===== src/rtl/core/drr_pkg.sv =====
// Shared types, codes and helpers for the deficit round robin scheduler.
// No dependencies; imported by every module of the block but drr_ram.
package drr_pkg;

    localparam int DATA_W    = 16;
    localparam int DEFICIT_W = 17;
    localparam int BUDGET_W  = 18;
    localparam int TIME_W    = 32;
    localparam int CFG_IDX_W = 2;

    localparam logic [DEFICIT_W-1:0] DEFICIT_MAX  = 17'h1FFFF;
    localparam logic [DATA_W-1:0]    QUANTUM_RST  = 16'd256;
    // 0.01 time units in 8.8 fixed point, rounded to nearest
    localparam logic [DATA_W-1:0]    IDLE_GAP_RST = 16'd3;

    localparam logic [CFG_IDX_W-1:0] REG_QUANTUM  = 2'd0;
    localparam logic [CFG_IDX_W-1:0] REG_IDLE_GAP = 2'd1;

    typedef enum logic [1:0] {
        KIND_GRANT    = 2'd0,
        KIND_ENQ_OK   = 2'd1,
        KIND_ENQ_DROP = 2'd2
    } drr_kind_t;

    typedef enum logic [2:0] {
        S_IDLE,
        S_ENQ,
        S_TSETUP,
        S_TREAD,
        S_TEVAL,
        S_TEND
    } drr_state_t;

    typedef struct packed {
        logic capture;    // latch the accepted input item
        logic setup;      // start a turn: load budget, clear counters
        logic rd_issue;   // read the head cost of the current flow
        logic grant;      // take the head packet into the pending slot
        logic enq_load;   // finish an enqueue and load its result
        logic pend_load;  // move the pending grant to the output register
        logic pend_last;  // the pending grant closes the turn
        logic turn_end;   // store deficit, advance pointer and time
    } drr_cmd_t;

    typedef struct packed {
        logic can_read;   // queue not empty, budget left, grant limit not hit
        logic fits;       // head cost fits in the remaining budget
        logic pend_valid; // a grant waits in the pending slot
        logic out_free;   // output register can be loaded this cycle
    } drr_stat_t;

    function automatic logic [DEFICIT_W-1:0] sat_deficit(input logic [BUDGET_W-1:0] v);
        logic [DEFICIT_W-1:0] r;
        if (v > BUDGET_W'(DEFICIT_MAX))
            r = DEFICIT_MAX;
        else
            r = v[DEFICIT_W-1:0];
        return r;
    endfunction

endpackage


===== src/rtl/core/drr_ctrl.sv =====
// Sequencer for the scheduler: enqueue handling and the grant loop of a turn.
// Depends on drr_pkg; drives commands into drr_dpath and reads its status.
module drr_ctrl
    import drr_pkg::*;
(
    input  logic      clk,
    input  logic      rst_n,
    input  logic      in_valid,
    input  logic      func,
    input  drr_stat_t stat,
    output logic      in_stall,
    output drr_cmd_t  cmd
);

    drr_state_t state_reg;
    drr_state_t state_next;

    always_ff @(posedge clk or negedge rst_n)
    begin
        if (!rst_n)
        begin
            state_reg <= S_IDLE;
        end
        else
        begin
            state_reg <= state_next;
        end
    end

    always_comb
    begin
        state_next = state_reg;
        cmd        = '0;
        in_stall   = 1'b1;
        unique case (state_reg)
            S_IDLE:
            begin
                in_stall = 1'b0;
                if (in_valid)
                begin
                    cmd.capture = 1'b1;
                    state_next  = func ? S_TSETUP : S_ENQ;
                end
            end
            S_ENQ:
            begin
                if (stat.out_free)
                begin
                    cmd.enq_load = 1'b1;
                    state_next   = S_IDLE;
                end
            end
            S_TSETUP:
            begin
                cmd.setup  = 1'b1;
                state_next = S_TREAD;
            end
            S_TREAD:
            begin
                if (stat.can_read)
                begin
                    cmd.rd_issue = 1'b1;
                    state_next   = S_TEVAL;
                end
                else
                begin
                    state_next = S_TEND;
                end
            end
            S_TEVAL:
            begin
                if (!stat.fits)
                begin
                    state_next = S_TEND;
                end
                else if (!stat.pend_valid || stat.out_free)
                begin
                    // push the older grant out, not last, and take the new one
                    cmd.grant     = 1'b1;
                    cmd.pend_load = stat.pend_valid;
                    state_next    = S_TREAD;
                end
            end
            S_TEND:
            begin
                if (!stat.pend_valid || stat.out_free)
                begin
                    cmd.pend_load = stat.pend_valid;
                    cmd.pend_last = 1'b1;
                    cmd.turn_end  = 1'b1;
                    state_next    = S_IDLE;
                end
            end
            default:
            begin
                state_next = S_IDLE;
            end
        endcase
    end

endmodule


===== config.mk =====
export PLATFORM = sky130hd
export DESIGN_NAME = drr_ctrl
export DESIGN_NICKNAME = d
export VERILOG_FILES = /design/src/rtl/core/drr_pkg.sv /design/src/rtl/core/drr_ctrl.sv
export SDC_FILE = /design/constraint.sdc
export NUM_CORES = 1
export LEC_CHECK = 0
export BUFFER_PORTS_ARGS = -buffer_cell sky130_fd_sc_hd__buf_2
export CAP_MARGIN = 5
export CORE_AREA = 2 2 39 41
export CTS_CLUSTER_DIAMETER = 50
export DETAILED_ROUTE_END_ITERATION = 12
export DIE_AREA = 0 0 41 43
export GPL_TIMING_DRIVEN = 0
export SYNTH_ARGS = -nofsm -noshare
export SYNTH_HDL_FRONTEND = slang
export SYNTH_SLANG_ARGS = --single-unit

===== constraint.sdc =====
create_clock -name clk -period 2.2 [get_ports clk]
set_clock_uncertainty 0.05 [all_clocks]
set_input_delay 0.33 -clock clk [delete_from_list [all_inputs] [get_ports clk]]
set_output_delay 0.33 -clock clk [all_outputs]
set_load 0.02 [all_outputs]

[Word-level counts from Yosys, hierarchy flattened]
Cells that the tools add are included.
Cells by class
  equal/unequal tests: 9
  multiplexer cells: 24
  reductions and logical operators: 4
Operator list (count)
  two-way mux 3 bit: 6
  one-hot mux 3 bit (6 select lines): 1
  two-way mux 1 bit: 14
  == test 3 x 2 -> 1 bit, second input constant: 2
  == test 3 bit, second input constant: 2
  inequality test 2 bit, second input constant: 3
  two-way mux 2 bit: 2
  AND reduction 4 bit: 1
  == test 3 x 1 -> 1 bit, second input constant: 1
  logical NOT 3 bit: 1
  inequality test 3 bit, second input constant: 1
  one-hot mux 1 bit (2 select lines): 1
  logical NOT 1 bit: 1
  logical OR 1 bit: 1
Word-level totals
  flip-flop bits (word level): 3
  input port bits: 8
  output and inout bits: 9
  logic and storage cells: 38

[Longest topological paths before layout]
  word-level depth: 5
  gate-level depth with buffers: 4

[Worst setup path before layout]
Ideal clock, no wire load.
  path type: register to output
  from: register state_reg[1]
  to: output cmd[7] (netlist bit)
  arrival: 1.202 ns
  setup slack: 0.618 ns
  stages on the path, launching flop included: 4
  buffers on the path: 1
  cells stage by stage: dfrtp_1 -> buf_6 -> or3_4 -> nor2_1
RTL lines
  start, declared: line drr_ctrl.sv:15  | drr_state_t state_reg;
  start signal, assigned: line drr_ctrl.sv:26  | state_reg <= state_next;
  end, declared: line drr_ctrl.sv:12  | output drr_cmd_t cmd

==> results.py <==
metrics = {
    "status": {
        "status": "finished clean",
    },
    "setup_path": {
        "rr_worst_depth": 4,
        "crit_path_max_fanout": 10,
        "crit_path_start_kind": "register",
        "crit_path_end_kind": "output pin",
        "crit_arrival_ns": 1.45,
        "crit_type": "reg2out",
        "required_ns": 1.82,
    },
    "global_route": {
        "grt_usage_pct": 10.5,
        "grt_max_degree": 11,
        "globalRoute.totalOverflow": 0,
        "grt_pass1_wl_um": 1170,
        "antenna_found_initial": 0,
        "first_global_vias": 276,
    },
    "timing": {
        "setup_viol_count_final": 0,
        "hold_violations": 0,
        "drv_slew": 0,
        "slew_headroom_pct": 80.2,
        "layout_min_cycle_time_ns": 1.83,
        "tns_ns": 0,
        "max_clock_freq_mhz": 545,
        "rsz0062_at_grt": "no",
        "timing.final.crit_share_pct": 83.3,
        "tightest_slew_ns": 0.294,
        "worst_hold_slack_ns": 0.358,
    },
    "detailed_routing": {
        "wl_per_cell_um": 11.0,
        "vias": 330,
        "drt_wl_total_um": 790,
        "viasPerCell": 4.58,
        "dr.pass1.iters": 4,
        "drtIter0Drc": 8,
        "drc": 0,
        "ant_nets": 0,
    },
    "clock_network": {
        "tritoncts": "yes",
        "h-tree-depth": 1,
        "cts.root.buffer_cell": "clkbuf_4",
        "clk_latency_ns": 0.25,
        "clk_pin_slew_ns": 0.04,
        "cts.sinks": 3,
        "cts.path.max_buffers": 2,
        "numCtsBuffers": 3,
    },
    "logic_synthesis": {
        "syn_area_per_cell_um2": 8.51,
        "yosysSeqAreaShare_pct": 25.2,
        "syn_inst": 35,
        "synth_top_area_cell": "dfrtp_1",
        "synth_seq_cells": 3,
        "synth_area_um2": 298,
        "synth_top_area_share_pct": 25.2,
        "synthesis.nets": 43,
        "synth.distinct_cells": 24,
        "ys_top_cells_by_area": "dfrtp_1 25%, and4b_1 6.7%, o41ai_2 5.5%",
        "ys_warn_count": 0,
    },
    "run": {
        "drv_cap": 0,
    },
    "floorplanning": {
        "core_area_um2": 1380,
        "dieHeight_um": 43,
        "num_rows": 14,
        "start_util_pct": 21.5,
        "dieArea_um2": 1760,
        "io_pins": 17,
        "die_x_um": 41,
    },
    "placement": {
        "io_buffer_count": 16,
        "place_area_um2": 398,
        "place_congestion": 0.741,
        "place_hpwl_um": 598,
    },
    "pwr": {
        "p_per_area_nw_per_um2": 1300,
        "peakVddDrop_uv": 314,
        "p_leak_nw": 0.243,
    },
    "final_layout": {
        "antenna_cells": 0,
        "final_core_util_pct": 31.4,
        "final_cell_mix": "17 x buf_2, 4 x nor2_1, 3 x clkbuf_4, 3 x dfrtp_1",
        "stdcell_area_um2": 434,
        "final_common_cell": "buf_2",
        "drive_above_1_share_pct": 46.4,
        "fillers": 153,
        "syn2layout_area_growth_pct": 45.8,
        "largest_reg_flops": 3,
        "fin_nets": 65,
    },
    "min_path": {
        "hold_path_class": "in2async",
    },
}
power breakdown:
| group | total [mW] | leakage [nW] | internal, mW | switching (mW) |
|---|---|---|---|---|
| clock | 0.104 | 0.0150 | 0.0684 | 0.0357 |
| sequential | 0.0944 | 0.0388 | 0.0800 | 0.0144 |
| combinational | 0.366 | 0.190 | 0.163 | 0.203 |
| total | 0.565 | 0.243 | 0.312 | 0.253 |
critical path, cell delays in order, from the launching register on:
cell and delay (ns):
dfrtp_1 0.38, buf_4 0.17, and2b_1 0.20, and3_1 0.18, buf_4 0.12, buf_2 0.15
cells in the mapped netlist:
cell type / number
and4b_1: 2
a211o_1: 1
nor3b_1: 1
nand2b_1: 2
o2bb2ai_1: 1
a2bb2oi_1: 1
o21ai_0: 1
o32ai_1: 1
nor3_1: 2
nand2_1: 1
or3_4: 1
or3_1: 1
dfrtp_1: 3
buf_4: 2
nor2b_1: 2
inv_2: 1
o41ai_2: 1
and3_1: 2
buf_6: 1
buf_2: 1
nor2_1: 4
inv_1: 1
a22o_1: 1
and2b_1: 1
stage by stage:
| stage | std cells | power (mW) | setup WS [ns] |
|---|---|---|---|
| floorplan | 35 | 0.373 | 0.618 |
| global placement | 67 | 0.456 | 0.640 |
| detailed placement | 67 | 0.460 | 0.618 |
| CTS | 72 | 0.568 | 0.351 |
| global route | 72 | 0.602 | 0.307 |
| finish | 72 | 0.565 | 0.366 |
layout make-up:
type                    instances  area, um^2  area share, %
plain buffers                   4        31.3           7.20
clock buffers                   4        26.3           6.05
inverters                       2        7.51           1.73
multi-input cells              26         184           42.4
flip-flops and latches          3        75.1           17.3
well taps                      16        20.0           4.61
repair buffers                 17        90.1           20.7
kinds of logic (layout without fill, tap and decap cells):
kind of cell / count (synthesis) / count (layout) / synth area share, %
simple gates: 19 / 19 / 39.9
flops: 3 / 3 / 25.2
buf+inv: 6 / 27 / 13.0
compound gates: 7 / 7 / 21.9
path summary, 6_finish.rpt:
kind,from,to,slack [ns]
worst min-delay path,rst_n,state_reg[1],0.36
min in group clk,stat[3],state_reg[0],0.36
worst max register to register,state_reg[2],state_reg[0],1.00
worst min register to register,state_reg[0],state_reg[1],0.61
max in group asynchronous,rst_n,state_reg[0],1.63
worst max-delay path,state_reg[2],cmd[1],0.37
layer usage:
layer | global-route usage (%) | share of wire [%]
met4 | 10.0 | 2.2
met2 | 13.8 | 51
met3 | 3.14 | 4.9
met1 | 12.6 | 41
met5 | 0 | 0
repair_timing:
| item | in CTS | in global routing |
|---|---|---|
| hold buffers | 1 | 0 |
| gates resized for setup | 0 | 0 |
| buffers inserted | 0 | 0 |
| hold endpoints to repair | 3 | 0 |
Power figures use the tool's default switching activity.
